File: config.mk
export PLATFORM = sky130hd
export DESIGN_NAME = crc8_command_frame_receiver_top
export DESIGN_NICKNAME = d
export VERILOG_FILES = /design/src/design/crc8cfr_pkg.sv /design/src/design/crc8_command_frame_receiver_top.sv
export VERILOG_INCLUDE_DIRS = /design/src /design/src/design
export SDC_FILE = /design/constraint.sdc
export NUM_CORES = 1
export LEC_CHECK = 0
export BUFFER_PORTS_ARGS = -buffer_cell sky130_fd_sc_hd__clkbuf_2
export CAP_MARGIN = 0
export CORE_ASPECT_RATIO = 0.6
export CORE_MARGIN = 10
export CORE_UTILIZATION = 60
export DETAILED_ROUTE_END_ITERATION = 10
export PLACE_DENSITY = 0.83
export SLEW_MARGIN = 40
export SYNTH_ARGS = -nofsm -noshare
export SYNTH_HDL_FRONTEND = slang
export SYNTH_SLANG_ARGS = --single-unit
File: constraint.sdc
create_clock -name clk -period 5.6 [get_ports clk]
set_clock_uncertainty 0.1 [all_clocks]
set_input_delay 0.56 -clock clk [delete_from_list [all_inputs] [get_ports clk]]
set_output_delay 0.56 -clock clk [all_outputs]
set_load 0.02 [all_outputs]
File: src/design/crc8_command_frame_receiver_top_defines.svh
// Assertion macros for the CRC-8 command frame receiver.
// Used by crc8_command_frame_receiver_top; no other dependencies.
`ifndef CRC8_COMMAND_FRAME_RECEIVER_TOP_DEFINES_SVH
`define CRC8_COMMAND_FRAME_RECEIVER_TOP_DEFINES_SVH

// Same-cycle implication, checked outside reset.
`define CFR_ASSERT_IMPL(lbl, clk_s, rst_s, ante, cons) \
  lbl: assert property (@(posedge clk_s) disable iff (rst_s) (ante) |-> (cons)) \
    else $error("cfr assertion failed");

// Next-cycle implication, checked outside reset.
`define CFR_ASSERT_NEXT(lbl, clk_s, rst_s, ante, cons) \
  lbl: assert property (@(posedge clk_s) disable iff (rst_s) (ante) |=> (cons)) \
    else $error("cfr assertion failed");

`endif

File: src/design/crc8cfr_pkg.sv
// Shared constants and functions for the CRC-8 command frame receiver.
// No dependencies.
package crc8cfr_pkg;

  localparam logic [7:0] HEADER_BYTE = 8'h1e;
  localparam logic [7:0] CRC_POLY_REFL = 8'h8c;

  localparam logic [7:0] CMD_01 = 8'h01;
  localparam logic [7:0] CMD_02 = 8'h02;
  localparam logic [7:0] CMD_03 = 8'h03;
  localparam logic [7:0] CMD_04 = 8'h04;
  localparam logic [7:0] CMD_05 = 8'h05;
  localparam logic [7:0] CMD_06 = 8'h06;
  localparam logic [7:0] CMD_07 = 8'h07;
  localparam logic [7:0] CMD_08 = 8'h08;

  localparam logic [1:0] ST_PENDING = 2'd0;
  localparam logic [1:0] ST_DROPPED = 2'd1;
  localparam logic [1:0] ST_GOOD    = 2'd2;
  localparam logic [1:0] ST_CRC_ERR = 2'd3;

  localparam logic [2:0] LEN_NONE  = 3'd0;
  localparam logic [2:0] LEN_SHORT = 3'd3;
  localparam logic [2:0] LEN_ONE   = 3'd4;
  localparam logic [2:0] LEN_THREE = 3'd6;
  localparam logic [2:0] LEN_FOUR  = 3'd7;

  function automatic logic [7:0] crc8_update(input logic [7:0] crc, input logic [7:0] b);
    logic [7:0] c;
    c = crc ^ b;
    for (int i = 0; i < 8; i++) begin
      if (c[0]) begin
        c = (c >> 1) ^ CRC_POLY_REFL;
      end else begin
        c = c >> 1;
      end
    end
    return c;
  endfunction

  function automatic logic [2:0] frame_len_of(input logic [7:0] cmd);
    logic [2:0] len;
    case (cmd) inside
      CMD_01, CMD_03, CMD_05, CMD_06, CMD_08: len = LEN_SHORT;
      CMD_02: len = LEN_ONE;
      CMD_04: len = LEN_THREE;
      CMD_07: len = LEN_FOUR;
      default: len = LEN_NONE;
    endcase
    return len;
  endfunction

endpackage

File: src/design/crc8_command_frame_receiver_top.sv
// Output: the status beat of an accepted byte is registered and valid in the next cycle.
// Throughput: one byte per cycle unless stalled; the frame state and CRC update are
// resolved in a single pass between the input handshake and the result register.
// Reset: synchronous, active high; clears the frame state and the result valid.
// Depends on crc8cfr_pkg and crc8_command_frame_receiver_top_defines.svh.
`include "crc8_command_frame_receiver_top_defines.svh"

module crc8_command_frame_receiver_top
  import crc8cfr_pkg::*;
(
  input  logic        clk,
  input  logic        rst,
  input  logic        in_valid,
  output logic        in_ready,
  input  logic [7:0]  rx_byte,
  output logic        out_valid,
  input  logic        out_ready,
  output logic [1:0]  frame_status,
  output logic [7:0]  command_code,
  output logic [31:0] payload_word,
  output logic [2:0]  payload_length
);

  logic [2:0]  byte_count, byte_count_next;
  logic [7:0]  running_crc, running_crc_next;
  logic [2:0]  frame_length, frame_length_next;
  logic [7:0]  held_command, held_command_next;
  logic [31:0] payload_store, payload_store_next;

  logic [1:0]  status_next;
  logic [7:0]  cmd_next;
  logic [31:0] word_next;
  logic [2:0]  len_next;

  logic        accept;
  logic [2:0]  lookup_len;
  logic [7:0]  crc_in;
  logic [1:0]  slot;
  logic [3:0]  count_plus1;

  assign in_ready = !out_valid || out_ready;
  assign accept   = in_valid && in_ready;

  assign lookup_len  = frame_len_of(rx_byte);
  assign crc_in      = crc8_update(running_crc, rx_byte);
  assign slot        = 2'(byte_count - 3'd2);
  assign count_plus1 = {1'b0, byte_count} + 4'd1;

  always_comb begin
    byte_count_next    = byte_count;
    running_crc_next   = running_crc;
    frame_length_next  = frame_length;
    held_command_next  = held_command;
    payload_store_next = payload_store;
    status_next        = ST_PENDING;
    cmd_next           = '0;
    word_next          = '0;
    len_next           = '0;
    if (byte_count == 3'd0) begin
      if (rx_byte != HEADER_BYTE) begin
        status_next = ST_DROPPED;
      end else begin
        running_crc_next = crc_in;
        byte_count_next  = 3'd1;
      end
    end else if (byte_count == 3'd1) begin
      if (lookup_len == LEN_NONE) begin
        status_next        = ST_DROPPED;
        byte_count_next    = '0;
        running_crc_next   = '0;
        frame_length_next  = '0;
        held_command_next  = '0;
        payload_store_next = '0;
      end else begin
        held_command_next  = rx_byte;
        frame_length_next  = lookup_len;
        running_crc_next   = crc_in;
        payload_store_next = '0;
        byte_count_next    = 3'd2;
      end
    end else if (count_plus1 >= {1'b0, frame_length}) begin
      cmd_next = held_command;
      if (rx_byte == running_crc) begin
        status_next = ST_GOOD;
        word_next   = payload_store;
        len_next    = frame_length - LEN_SHORT;
      end else begin
        status_next = ST_CRC_ERR;
      end
      byte_count_next    = '0;
      running_crc_next   = '0;
      frame_length_next  = '0;
      held_command_next  = '0;
      payload_store_next = '0;
    end else begin
      payload_store_next = payload_store | ({24'd0, rx_byte} << {slot, 3'b000});
      running_crc_next   = crc_in;
      byte_count_next    = count_plus1[2:0];
    end
  end

  always_ff @(posedge clk) begin
    if (rst) begin
      byte_count    <= '0;
      running_crc   <= '0;
      frame_length  <= '0;
      held_command  <= '0;
      payload_store <= '0;
    end else if (accept) begin
      byte_count    <= byte_count_next;
      running_crc   <= running_crc_next;
      frame_length  <= frame_length_next;
      held_command  <= held_command_next;
      payload_store <= payload_store_next;
    end
  end

  always_ff @(posedge clk) begin
    if (rst) begin
      out_valid <= 1'b0;
    end else if (accept) begin
      out_valid <= 1'b1;
    end else if (out_ready) begin
      out_valid <= 1'b0;
    end
  end

  always_ff @(posedge clk) begin
    if (accept) begin
      frame_status   <= status_next;
      command_code   <= cmd_next;
      payload_word   <= word_next;
      payload_length <= len_next;
    end
  end

  `CFR_ASSERT_IMPL(a_idle_fields_zero, clk, rst,
    out_valid && (frame_status == ST_PENDING || frame_status == ST_DROPPED),
    command_code == 8'd0 && payload_word == 32'd0 && payload_length == 3'd0)
  `CFR_ASSERT_IMPL(a_len_only_good, clk, rst,
    out_valid && payload_length != 3'd0, frame_status == ST_GOOD)
  `CFR_ASSERT_IMPL(a_count_in_frame, clk, rst,
    byte_count >= 3'd2, frame_length >= LEN_SHORT && byte_count < frame_length)
  `CFR_ASSERT_NEXT(a_bad_header_resync, clk, rst,
    accept && byte_count == 3'd0 && rx_byte != HEADER_BYTE,
    byte_count == 3'd0 && out_valid && frame_status == ST_DROPPED)

endmodule

# Word-level counts from Yosys, hierarchy flattened
# Index checks and enable logic that the tools add are counted.
totals:
  ff_bits: 100
  out_inout_bits: 47
  elab_cells: 91
op_classes:
  n_eq_ne: 12
  n_lt_le_gt_ge: 1
  reduce_logical: 13
  n_bitwise: 13
  n_mux: 38
  addsub: 3
  n_shift: 1
op_table:
  columns: ["operator", "count"]
  rows:
  - ["$mux 8", 16]
  - ["$mux 32", 2]
  - ["$mux 3", 11]
  - ["$eq 8x3->1 const B", 4]
  - ["$or 32x32->32", 1]
  - ["$shl 8x5->32", 1]
  - ["$not 2->3", 8]
  - ["$eq 8x2->1 const B", 2]
  - ["$eq 8x1->1 const B", 1]
  - ["$eq 8x4->1 const B", 1]
  - ["$eq 8x8->1", 1]
  - ["$mux 2", 4]
  - ["$ne 8x5->1 const B", 1]
  - ["$xor 8x8->8", 1]
  - ["$logic_not 3->1", 2]
  - ["$mux 1", 5]
  - ["$reduce_or 5->1", 1]
  - ["$add 3x1->4 const B", 1]
  - ["$ge 4x3->1", 1]
  - ["$reduce_and 2->1", 2]
  - ["$reduce_bool 2->1", 2]
  - ["$reduce_or 4->1", 1]
  - ["$eq 3x1->1 const B", 1]
  - ["$not 1->1", 3]
  - ["other kinds (8)", 8]

# Logic depth before layout (Yosys ltp)
# Gate-level depths: netlist of the first run.
logic_depth:
  word_depth: 20
  mapped_depth: 10

# Worst setup path after synthesis of the first run
# Ideal clock, no wire load.
synth_path:
  kind: "register to register"
  startpoint: "register byte_count[0]"
  endpoint: "register payload_word[10], data pin"
  stages_incl_launch_ff: 10
  t_required_ns: 5.245
  path_slack_ns: 3.185
  path_buffers: 2
  t_arrival_ns: 2.061
  path_cell_list: "dfxtp_1 inv_1 ha_1 ha_1 o21ai_0 o21ai_1 and3_1 buf_2 buf_4 and2_1"
synth_between:
  elab_chain_len: 4
  word_cells_on_any_way: 6
  classes_between: "1 x add/sub; 1 x order compare; 1 x eq/ne; 1 x bitwise; 2 x reduce/logical"
synth_lines:
  columns: ["item", "line_no", "text"]
  rows:
  - ["start: declaration", "crc8_command_frame_receiver_top.sv:24", "logic [2:0] byte_count, byte_count_next;"]
  - ["start signal: assignment", "crc8_command_frame_receiver_top.sv:110", "byte_count <= byte_count_next;"]
  - ["$add 3x1->4", "crc8_command_frame_receiver_top.sv:47", "assign count_plus1 = {1'b0, byte_count} + 4'd1;"]
  - ["$ge 4x3->1", "crc8_command_frame_receiver_top.sv:81", "end else if (count_plus1 >= {1'b0, frame_length}) begin"]
  - ["$not 1->1 (no line)", null, null]
  - ["$reduce_or 4->1 (no line) (*)", null, null]
  - ["end signal: assignment", "crc8_command_frame_receiver_top.sv:132", "payload_word <= word_next;"]
  - ["end: declaration", "crc8_command_frame_receiver_top.sv:20", "output logic [31:0] payload_word,"]
# Every way passes the cells marked *; elsewhere a longest branch is shown, timed or not.
# A chain may end at the register's enable or synchronous reset.

# Final worst setup path of the first run
layout_path:
  startpoint: "register byte_count[0]"
  endpoint: "register payload_store[12]"
layout_between:
  elab_chain_len: 5
  word_cells_on_any_way: 11
  classes_between: "2 x add/sub; 1 x order compare; 1 x eq/ne; 1 x shift; 2 x mux; 2 x bitwise; 2 x reduce/logical"
layout_lines:
  columns: ["item", "line_no", "text"]
  rows:
  - ["$sub 2x2->2", "crc8_command_frame_receiver_top.sv:46", "assign slot = 2'(byte_count - 3'd2);"]
  - ["$shl 8x5->32", "crc8_command_frame_receiver_top.sv:96", "payload_store_next = payload_store | ({24'd0, rx_byte} << {slot, 3'b000});"]
  - ["$or 32x32->32", "crc8_command_frame_receiver_top.sv:96", null]
  - ["$mux 32", "crc8_command_frame_receiver_top.sv:81", null]
  - ["$mux 32", "crc8_command_frame_receiver_top.sv:66", "end else if (byte_count == 3'd1) begin"]
  - ["end signal: assignment", "crc8_command_frame_receiver_top.sv:114", "payload_store <= payload_store_next;"]
  - ["end: declaration", "crc8_command_frame_receiver_top.sv:28", "logic [31:0] payload_store, payload_store_next;"]
# Several ways; a longest one is shown, not always the timed one.

==> results of run 1 <==
-- power groups by stage --
stage	clock network [uW]	logic [uW]	registers (uW)
CTS	644	102	780
global route	678	109	781
floorplan	0	49.9	816
finish	633	101	780
detailed placement	0	101	797
global placement	0	99.5	796
-- worst min-delay path, delay by kind of cell, from the launching register on --
| kind | cells | cell delay (ps) |
|---|---|---|
| flops | 1 | 300 |
| simple gates | 1 | 40 |
| buf+inv | 1 | 60 |
-- state kept, by name, indices dropped and copies added (netlist names) --
signal,count
running_crc,8
frame_status,2
payload_length,3
payload_store,32
frame_length,3
held_command,8
out_valid,1
byte_count,3
payload_word,32
command_code,8
-- per-stage QoR --
stage          utilization (%)  power, uW  instances  setup WS, ps
4_1_cts                  71.08       1526        515          2781
5_1_grt                  71.31       1568        515          2472
2_1_floorplan                -      866.0        370          3185
3_3_place_gp             66.38      895.8        499          2577
6_report                 71.31       1514        515          2715
3_5_place_dp             66.47      897.6        499          2801
-- cell usage in the layout, fill, tap and decap left out, types with 9 or more instances in the layout --
cell type / instances
edfxtp_1: 45
clkbuf_16: 9
nor2_1: 42
a21oi_1: 47
nand2_1: 18
and2_1: 38
clkbuf_2: 58
dfxtp_1: 55
xnor2_1: 12
inv_1: 9
-- cell families (layout without fill, tap and decap cells) --
group                    after synthesis  after routing  share of synthesized area (%)
flip-flops                           100            100                          59.18
multiplexers                           1              1                         0.2416
AO/OA/AOI/OAI                         70             70                          10.42
XOR/XNOR                              20             20                          5.586
AND/OR/NAND/NOR                      144            144                          18.51
adder cells (fa/ha/maj)                7              7                          2.113
buffers and inverters                 28             86                          3.955
-- final cells by class --
class	count	area, um2	share of cell area, %
clock inverters	7	82.58	1.735
repair buffers	60	305.3	6.413
multi-input cells	242	1549	32.54
flip-flops and latches	100	2452	51.51
inverters	10	37.54	0.7884
well taps	87	108.9	2.286
clock buffers	9	225.2	4.731
-- per-layer routing --
metal | GRT usage (%) | vias up | part of all wire (%)
met5 | 0 | - | 0
met1 | 22.56 | 1374 | 45
met3 | 6.717 | 10 | 8.4
li1 | - | 1389 | -
met4 | 4.943 | 0 | 0.85
met2 | 26.13 | 114 | 45
-- how the worst min path moves through the flow --
stage | from | endpoint | slack, ps | cells after the start
floorplan | held_command[4]$_SDFFE_PP0P_ | held_command[4]$_SDFFE_PP0P_ | 320 | 2
CTS | held_command[7]$_SDFFE_PP0P_ | held_command[7]$_SDFFE_PP0P_ | 350 | 2
finish | held_command[7]$_SDFFE_PP0P_ | held_command[7]$_SDFFE_PP0P_ | 340 | 2
global placement | held_command[4]$_SDFFE_PP0P_ | held_command[4]$_SDFFE_PP0P_ | 320 | 2
global route | held_command[4]$_SDFFE_PP0P_ | held_command[4]$_SDFFE_PP0P_ | 380 | 2
detailed placement | held_command[7]$_SDFFE_PP0P_ | held_command[7]$_SDFFE_PP0P_ | 340 | 2
==> results.sh, run 1 <==
export IMPL_fin_setup_tns_ps=0
export IMPL_grt_pass1_vias=2864
export IMPL_cts_hold_buf=0
export IMPL_end_kind="register"
export IMPL_hpwlAfterDp_um=6174
export IMPL_layout_drive_gt1_share_pct=23.36
export IMPL_clkLatencyLatePin_ps=340
export IMPL_grt_pass1_wl_um=14940
export IMPL_r2r_end="payload_store[12]$_SDFFE_PP0P_"
export IMPL_drt_antenna_violating_nets=0
export IMPL_cp_start_kind="register"
export IMPL_synth_edf_count=45
export IMPL_setup_violations=0
export IMPL_ios=59
export IMPL_critPathLaunch="byte_count[0]$_SDFFE_PP0P_"
export IMPL_hold_class="reg2reg"
export IMPL_ys_ff_latch=100
export IMPL_yosysWarnings=0
export IMPL_cts_tree="built"
export IMPL_crit_required_ps=5720
export IMPL_relSlewSlack_pct=46.79
export IMPL_cts_sinks=100
export IMPL_drv_cap=0
export IMPL_worst_pin_slew_ps=793.2
export IMPL_synth_most_common_cell="dfxtp_1"
export IMPL_yosys_area_top_type_share_pct=32.61
export IMPL_p_sw_share_pct=23.37
export IMPL_dieWidth_um=127.3
export IMPL_path_buf_inv=2
export IMPL_leakagePower_uw=0.001847
export IMPL_cp_max_fo=37
export IMPL_post_cts_buffers=0
export IMPL_path_class="reg2reg"
export IMPL_ff2ff_setup_slack_ps=2720
export IMPL_power_frac_seq_pct=51.5
export IMPL_wl_per_cell_um=17.44
export IMPL_async_reset_ff_share_pct=0
export IMPL_p_switching_uw=353.9
export IMPL_path_depth=9
export IMPL_synth_top_cell_by_area="edfxtp_1"
export IMPL_rows=23
export IMPL_overflow=0
export IMPL_cp_top_family="compound AO/OA/AOI/OAI gates"
export IMPL_clk_pin_slew_worst_paths_ps=70
export IMPL_die_area_um2=10740
export IMPL_whs_ps=342.8
export IMPL_nets=442
export IMPL_area_growth_pct=14.89
export IMPL_clk_root_buffer_cell="clkbuf_16"
export IMPL_core_area_um2=6676
export IMPL_cts_buffer_depth=2
export IMPL_dr_pass1_iters=5
export IMPL_drc=0
export IMPL_crit_path_top_delay_cell="dfxtp_1"
export IMPL_comb_power_share_pct=6.7
export IMPL_ys_top_cells_by_area="edfxtp_1, dfxtp_1, and2_1"
export IMPL_nFillCells=484
export IMPL_postCtsResizedCells=0
export IMPL_path_cells="inv_1, ha_1, ha_1, o21ai_0, o21ai_1, o21ai_2, nand2b_1, buf_4, nor2_1"
export IMPL_yosysUniqueCellTypes=50
export IMPL_period_needed_ps=2885
export IMPL_cpPeakStageDelay_ps=540
export IMPL_synth_common_cells="dfxtp_1, a21oi_1, edfxtp_1"
export IMPL_outcome="finished clean"
export IMPL_syn_instance_count=370
export IMPL_reg2reg_from="byte_count[0]$_SDFFE_PP0P_"
export IMPL_power_density_nw_per_um2=318.1
export IMPL_reg2reg_depth=9
export IMPL_finalCritPeriodShare_pct=51.52
export IMPL_track_usage_pct=17.31
export IMPL_p_clk_share_pct=41.8
export IMPL_design_area_um2=4761
export IMPL_antenna_cells=0
export IMPL_syn_nets=389
export IMPL_io_buffers=58
export IMPL_dpl_instance_area_um2=4438
export IMPL_gp_congestion=0.8605
export IMPL_initial_utilization_pct=62.07
export IMPL_post_drt_via_cell_ratio=5.606
export IMPL_internal_power_uw=1160
export IMPL_crit_end="payload_store[12]$_SDFFE_PP0P_"
export IMPL_synth_area_um2=4144
export IMPL_wirelength_um=8984
export IMPL_drt_iter0_markers=247
export IMPL_grt_max_degree=38
export IMPL_dieHeight_um=84.38
export IMPL_crit_top_cell="ha_1"
export IMPL_rsz0062_at_grt="false"
export IMPL_worstPathArrival_ps=3010
export IMPL_final_max_slew_viol_count=0
export IMPL_via_count=2887
export IMPL_clock_tree_htree_level_count=3
export IMPL_yosys_most_used_dff="dfxtp_1"
export IMPL_fmax_mhz=346.6
export IMPL_timing_hold_violations_final=0
export IMPL_grt_antenna_before_repair=0
export IMPL_peakVddDrop_v=0.0001892
export IMPL_cts_buffers=9
export IMPL_synth_seq_area_share_pct=59.18
export IMPL_syn_avg_cell_area_um2=11.20
(Power assumes the default switching activity.)
==> inputs of run 2 (changes only) <==
--- a/config.mk
+++ b/config.mk
@@ -10,9 +10,9 @@
 export CAP_MARGIN = 0
 export CORE_ASPECT_RATIO = 0.6
 export CORE_MARGIN = 10
-export CORE_UTILIZATION = 60
+export CORE_UTILIZATION = 57
 export DETAILED_ROUTE_END_ITERATION = 10
-export PLACE_DENSITY = 0.83
+export PLACE_DENSITY = 0.79
 export SLEW_MARGIN = 40
 export SYNTH_ARGS = -nofsm -noshare
 export SYNTH_HDL_FRONTEND = slang
==> constraint.sdc (replaced) <==
create_clock -name clk -period 3 [get_ports clk]
set_clock_uncertainty 0.1 [all_clocks]
set_input_delay 0.3 -clock clk [delete_from_list [all_inputs] [get_ports clk]]
set_output_delay 0.3 -clock clk [all_outputs]
set_load 0.02 [all_outputs]
==> results.sh, run 2 (same netlist as run 1, synthesis figures left out) <==
export IMPL_grt_antenna_before_repair=0
export IMPL_io_buffers=58
export IMPL_mostFrequentLayoutCell="clkbuf_2"
export IMPL_power_uw=2675
export IMPL_clkLatencyLatePin_ps=340
export IMPL_cts_hold_buf=0
export IMPL_ios=59
export IMPL_layout_drive_gt1_share_pct=22.88
export IMPL_fmax_mhz=363.0
export IMPL_nets=451
export IMPL_clock_tree_htree_level_count=3
export IMPL_crit_path_top_delay_cell="dfxtp_1"
export IMPL_hold_class="in2reg"
export IMPL_drt_antenna_violating_nets=0
export IMPL_comb_power_share_pct=7.2
export IMPL_antenna_cells=0
export IMPL_initial_utilization_pct=60.25
export IMPL_cts_tree="built"
export IMPL_worst_pin_slew_ps=785.6
export IMPL_post_cts_buffers=0
export IMPL_multi_input_area_um2=1528
export IMPL_via_count=2932
export IMPL_p_switching_uw=608.9
export IMPL_path_buf_inv=1
export IMPL_cp_max_fo=8
export IMPL_setup_violations=0
export IMPL_dieHeight_um=86.05
export IMPL_finalCritPeriodShare_pct=91.83
export IMPL_relSlewSlack_pct=47.57
export IMPL_outcome="finished clean"
export IMPL_p_clk_share_pct=38.4
export IMPL_path_cells="inv_1, ha_1, ha_1, o21ai_0, o21ai_1, o21ai_2, nor3_1, or2_2"
export IMPL_dr_pass1_iters=5
export IMPL_drc=0
export IMPL_fin_setup_tns_ps=0
export IMPL_power_density_nw_per_um2=560.4
export IMPL_dieWidth_um=130.1
export IMPL_wl_per_cell_um=17.06
export IMPL_end_kind="register"
export IMPL_crit_top_cell="ha_1"
export IMPL_grt_max_degree=38
export IMPL_wirelength_um=8939
export IMPL_cts_buffers=9
export IMPL_track_usage_pct=16.23
export IMPL_cp_top_family="compound AO/OA/AOI/OAI gates"
export IMPL_crit_required_ps=2990
export IMPL_nFillCells=497
export IMPL_final_cell_mix="clkbuf_2, dfxtp_1, a21oi_1, edfxtp_1, nor2_1"
export IMPL_die_area_um2=11190
export IMPL_cts_buffer_depth=2
export IMPL_drt_iter0_markers=176
export IMPL_final_max_slew_viol_count=0
export IMPL_overflow=0
export IMPL_reg_largest_list="payload_store x32, payload_word x32"
export IMPL_post_drt_via_cell_ratio=5.595
export IMPL_power_frac_seq_pct=54.4
export IMPL_cp_start_kind="register"
export IMPL_internal_power_uw=2066
export IMPL_period_needed_ps=2755
export IMPL_timing_hold_violations_final=0
export IMPL_core_area_um2=6878
export IMPL_drv_cap=0
export IMPL_worstPathArrival_ps=2750
export IMPL_peakVddDrop_v=0.0003632
export IMPL_clk_pin_slew_worst_paths_ps=70
export IMPL_rows=23
export IMPL_leakagePower_uw=0.001873
export IMPL_cts_sinks=100
export IMPL_seq_area_um2=2452
export IMPL_gp_congestion=0.9199
export IMPL_hpwlAfterDp_um=6319
export IMPL_p_sw_share_pct=22.76
export IMPL_grt_pass1_vias=2717
export IMPL_area_growth_pct=15.19
export IMPL_path_class="reg2reg"
export IMPL_rsz0062_at_grt="false"
export IMPL_grt_pass1_wl_um=14150
export IMPL_clk_root_buffer_cell="clkbuf_16"
export IMPL_cpPeakStageDelay_ps=460
export IMPL_postCtsResizedCells=0
==> run 2: cell count changes in the layout (fill, tap and decap cells not counted), moves of 2 or more <==
| cell | change |
|---|---|
| buf_4 | +8 |
| clkbuf_1 | +2 |
| inv_8 | -2 |
| nor3_1 | +4 |
| nor3_2 | -4 |
==> run 2: final cells by class <==
cell class	instances	area share (%)
clock inverter	5	0.6029
tap	87	2.280
clock buffer	11	4.875
inverter	10	0.7864
sequential	100	51.38
timing repair buffer	69	8.073
multi-input combinational	242	32.01
==> run 2: stage by stage <==
step           std cells  cell area, um2  util, %  worst slack (ps)  hold WS [ps]
2_1_floorplan        370            4144        -             584.8         299.1
3_3_place_gp         508            4512    65.60             496.6         324.2
3_5_place_dp         508            4512    65.60             312.7         330.8
4_1_cts              524            4773    69.40             287.6         148.6
5_1_grt              524            4773    69.40             73.66         161.4
6_report             524            4773    69.40             245.1         152.2
==> run 2: path summary, 6_finish.rpt <==
check / startpoint / end / slack [ps] / cells past startpoint
max: byte_count[0]$_SDFFE_PP0P_ / frame_status[0]$_DFFE_PP_ / 250 / 8
min: in_valid / out_valid$_SDFFE_PP0P_ / 150 / 3
max reg2reg: byte_count[0]$_SDFFE_PP0P_ / frame_status[0]$_DFFE_PP_ / 250 / 8
min reg2reg: held_command[5]$_SDFFE_PP0P_ / held_command[5]$_SDFFE_PP0P_ / 340 / 2
==> run 2: metal layers <==
metal  part of all wire, %  routed length, um  global-route usage (%)  vias up
met5                     0                  0                       0        -
met4                  0.78                 70                   5.183        0
met3                   8.6                772                   5.101        6
met2                    45               4043                   25.05      108
met1                    45               4052                   21.23     1411
li1                      -                  -                       -     1407
==> run 2: power groups by stage <==
stage	registers [uW]	logic [uW]	clock network, uW
global route	1460	204	1100
CTS	1460	194	1040
finish	1460	192	1030
detailed placement	1490	193	0
floorplan	1520	93.1	0
global placement	1490	189	0
==> run 2: worst register-to-register path, cell delays in order, from the launching register on <==
cell	delay, ps
dfxtp_1	460
inv_1	140
ha_1	330
ha_1	270
o21ai_0	260
o21ai_1	220
o21ai_2	350
nor3_1	90
or2_2	280
==> inputs of run 3 (changes only) <==
--- a/config.mk
+++ b/config.mk
@@ -10,9 +10,10 @@
 export CAP_MARGIN = 0
 export CORE_ASPECT_RATIO = 0.6
 export CORE_MARGIN = 10
-export CORE_UTILIZATION = 57
+export CORE_UTILIZATION = 59
+export CTS_BUF_LIST = sky130_fd_sc_hd__clkbuf_8
 export DETAILED_ROUTE_END_ITERATION = 10
-export PLACE_DENSITY = 0.79
+export PLACE_DENSITY = 0.82
 export SLEW_MARGIN = 40
 export SYNTH_ARGS = -nofsm -noshare
 export SYNTH_HDL_FRONTEND = slang
==> results.sh, run 3 (same netlist as run 1, synthesis figures left out) <==
export IMPL_drt_antenna_violating_nets=0
export IMPL_crit_top_cell="ha_1"
export IMPL_finalCritPeriodShare_pct=92.00
export IMPL_cts_tree="built"
export IMPL_internal_power_uw=1917
export IMPL_layout_drive_gt1_share_pct=23.85
export IMPL_fmax_mhz=362.3
export IMPL_mostFrequentLayoutCell="clkbuf_2"
export IMPL_initial_utilization_pct=61.54
export IMPL_fin_util_pct=69.96
export IMPL_timing_hold_violations_final=0
export IMPL_final_cell_mix="clkbuf_2, dfxtp_1, a21oi_1, edfxtp_1, nor2_1"
export IMPL_cp_max_fo=35
export IMPL_cp_top_family="simple AND/OR/NAND/NOR gates"
export IMPL_design_area_um2=4711
export IMPL_dieWidth_um=128.2
export IMPL_io_buffers=58
export IMPL_p_clk_share_pct=36.1
export IMPL_die_area_um2=10890
export IMPL_clk_root_buffer_cell="clkbuf_8"
export IMPL_gp_congestion=0.8902
export IMPL_drc=0
export IMPL_crit_required_ps=3140
export IMPL_clock_tree_htree_level_count=3
export IMPL_postCtsResizedCells=0
export IMPL_worst_pin_slew_ps=594.0
export IMPL_dpl_instance_area_um2=4493
export IMPL_cts_sinks=100
export IMPL_final_max_slew_viol_count=0
export IMPL_leakagePower_uw=0.001851
export IMPL_nets=450
export IMPL_dr_pass1_iters=4
export IMPL_clk_pin_slew_worst_paths_ps=100
export IMPL_clkLatencyLatePin_ps=380
export IMPL_power_density_nw_per_um2=546.4
export IMPL_path_class="reg2reg"
export IMPL_grt_pass1_vias=2963
export IMPL_wirelength_um=9066
export IMPL_cpPeakStageDelay_ps=590
export IMPL_p_switching_uw=657.5
export IMPL_relSlewSlack_pct=60.40
export IMPL_peakVddDrop_v=0.0003826
export IMPL_cp_start_kind="register"
export IMPL_period_needed_ps=2760
export IMPL_hpwlAfterDp_um=6330
export IMPL_wl_per_cell_um=17.33
export IMPL_reg_largest_list="payload_store x32, payload_word x32"
export IMPL_power_uw=2574
export IMPL_power_frac_seq_pct=56.5
export IMPL_hold_class="in2reg"
export IMPL_grt_antenna_before_repair=0
export IMPL_track_usage_pct=17.12
export IMPL_cts_buffer_depth=2
export IMPL_rsz0062_at_grt="false"
export IMPL_post_drt_via_cell_ratio=5.493
export IMPL_path_cells="inv_1, ha_1, ha_1, o21ai_0, o21ai_1, and3_2, and2_1"
export IMPL_drt_iter0_markers=289
export IMPL_worstPathArrival_ps=2900
export IMPL_end_kind="register"
export IMPL_outcome="finished clean"
export IMPL_via_count=2873
export IMPL_comb_power_share_pct=7.4
export IMPL_fin_setup_tns_ps=0
export IMPL_cts_buffers=9
export IMPL_overflow=0
export IMPL_antenna_cells=0
export IMPL_setup_violations=0
export IMPL_nFillCells=507
export IMPL_rows=23
export IMPL_drv_cap=0
export IMPL_ios=59
export IMPL_area_growth_pct=13.68
export IMPL_path_buf_inv=1
export IMPL_cts_hold_buf=0
export IMPL_dieHeight_um=84.92
export IMPL_grt_max_degree=46
export IMPL_post_cts_buffers=0
export IMPL_crit_path_top_delay_cell="and3_2"
export IMPL_core_area_um2=6734
export IMPL_grt_pass1_wl_um=15110
export IMPL_p_sw_share_pct=25.54
[run 3: cell count changes in the layout (fill, tap and decap cells not counted), sizes merged]
cell | previous run | this run
inv | 10 | 13
clkinvlp | 1 | 0
clkbuf | 69 | 67
buf | 11 | 10
bufinv | 0 | 1
clkinv | 4 | 3
[run 3: metal layers]
| layer | vias up | wire [um] | GRT usage, % |
|---|---|---|---|
| li1 | 1396 | - | - |
| met1 | 1389 | 4182 | 22.50 |
| met2 | 79 | 4243 | 26.88 |
| met3 | 9 | 548 | 5.342 |
| met4 | 0 | 91 | 4.277 |
| met5 | - | 0 | 0 |
[run 3: final timing paths]
kind                                      from                             end  slack (ps)  depth (start not counted)
setup / recovery    byte_count[0]$_SDFFE_PP0P_  payload_word[26]$_SDFFCE_PP0P_         240                          7
hold / removal                        in_valid          out_valid$_SDFFE_PP0P_         100                          3
setup reg to reg    byte_count[0]$_SDFFE_PP0P_  payload_word[26]$_SDFFCE_PP0P_         240                          7
hold reg to reg   held_command[7]$_SDFFE_PP0P_    held_command[7]$_SDFFE_PP0P_         340                          2
[run 3: stage by stage]
step           setup WS (ps)  hold slack, ps  cells
6_report               240.0           97.91    523
5_1_grt               0.4585           113.8    523
4_1_cts                252.4           89.61    523
3_5_place_dp           293.5           328.7    507
3_3_place_gp           162.9           324.9    507
2_1_floorplan          584.8           299.1    370
[run 3: power by group through the flow]
stage | combinational [uW] | clock (uW) | sequential [uW]
after floorplan | 93.1 | 0 | 1520
after global placement | 187 | 0 | 1490
after detailed placement | 190 | 0 | 1490
after CTS | 192 | 932 | 1460
after global routing | 204 | 994 | 1460
final | 190 | 929 | 1460
[run 3: final cells by class]
class                   instances  area, um2  area share [%]
flip-flops and latches        100       2452           52.06
multi-input cells             242       1529           32.46
repair buffers                 68      365.4           7.756
clock buffers                   9      123.9           2.629
well taps                      87      108.9           2.311
clock inverters                 7      93.84           1.992
inverters                      10      37.54          0.7968
[run 3: worst reg2reg max path, cell delays in order (launching register included)]
cell and delay, ps:
dfxtp_1 500, inv_1 140, ha_1 330, ha_1 280, o21ai_0 90, o21ai_1 360, and3_2 590, and2_1 230
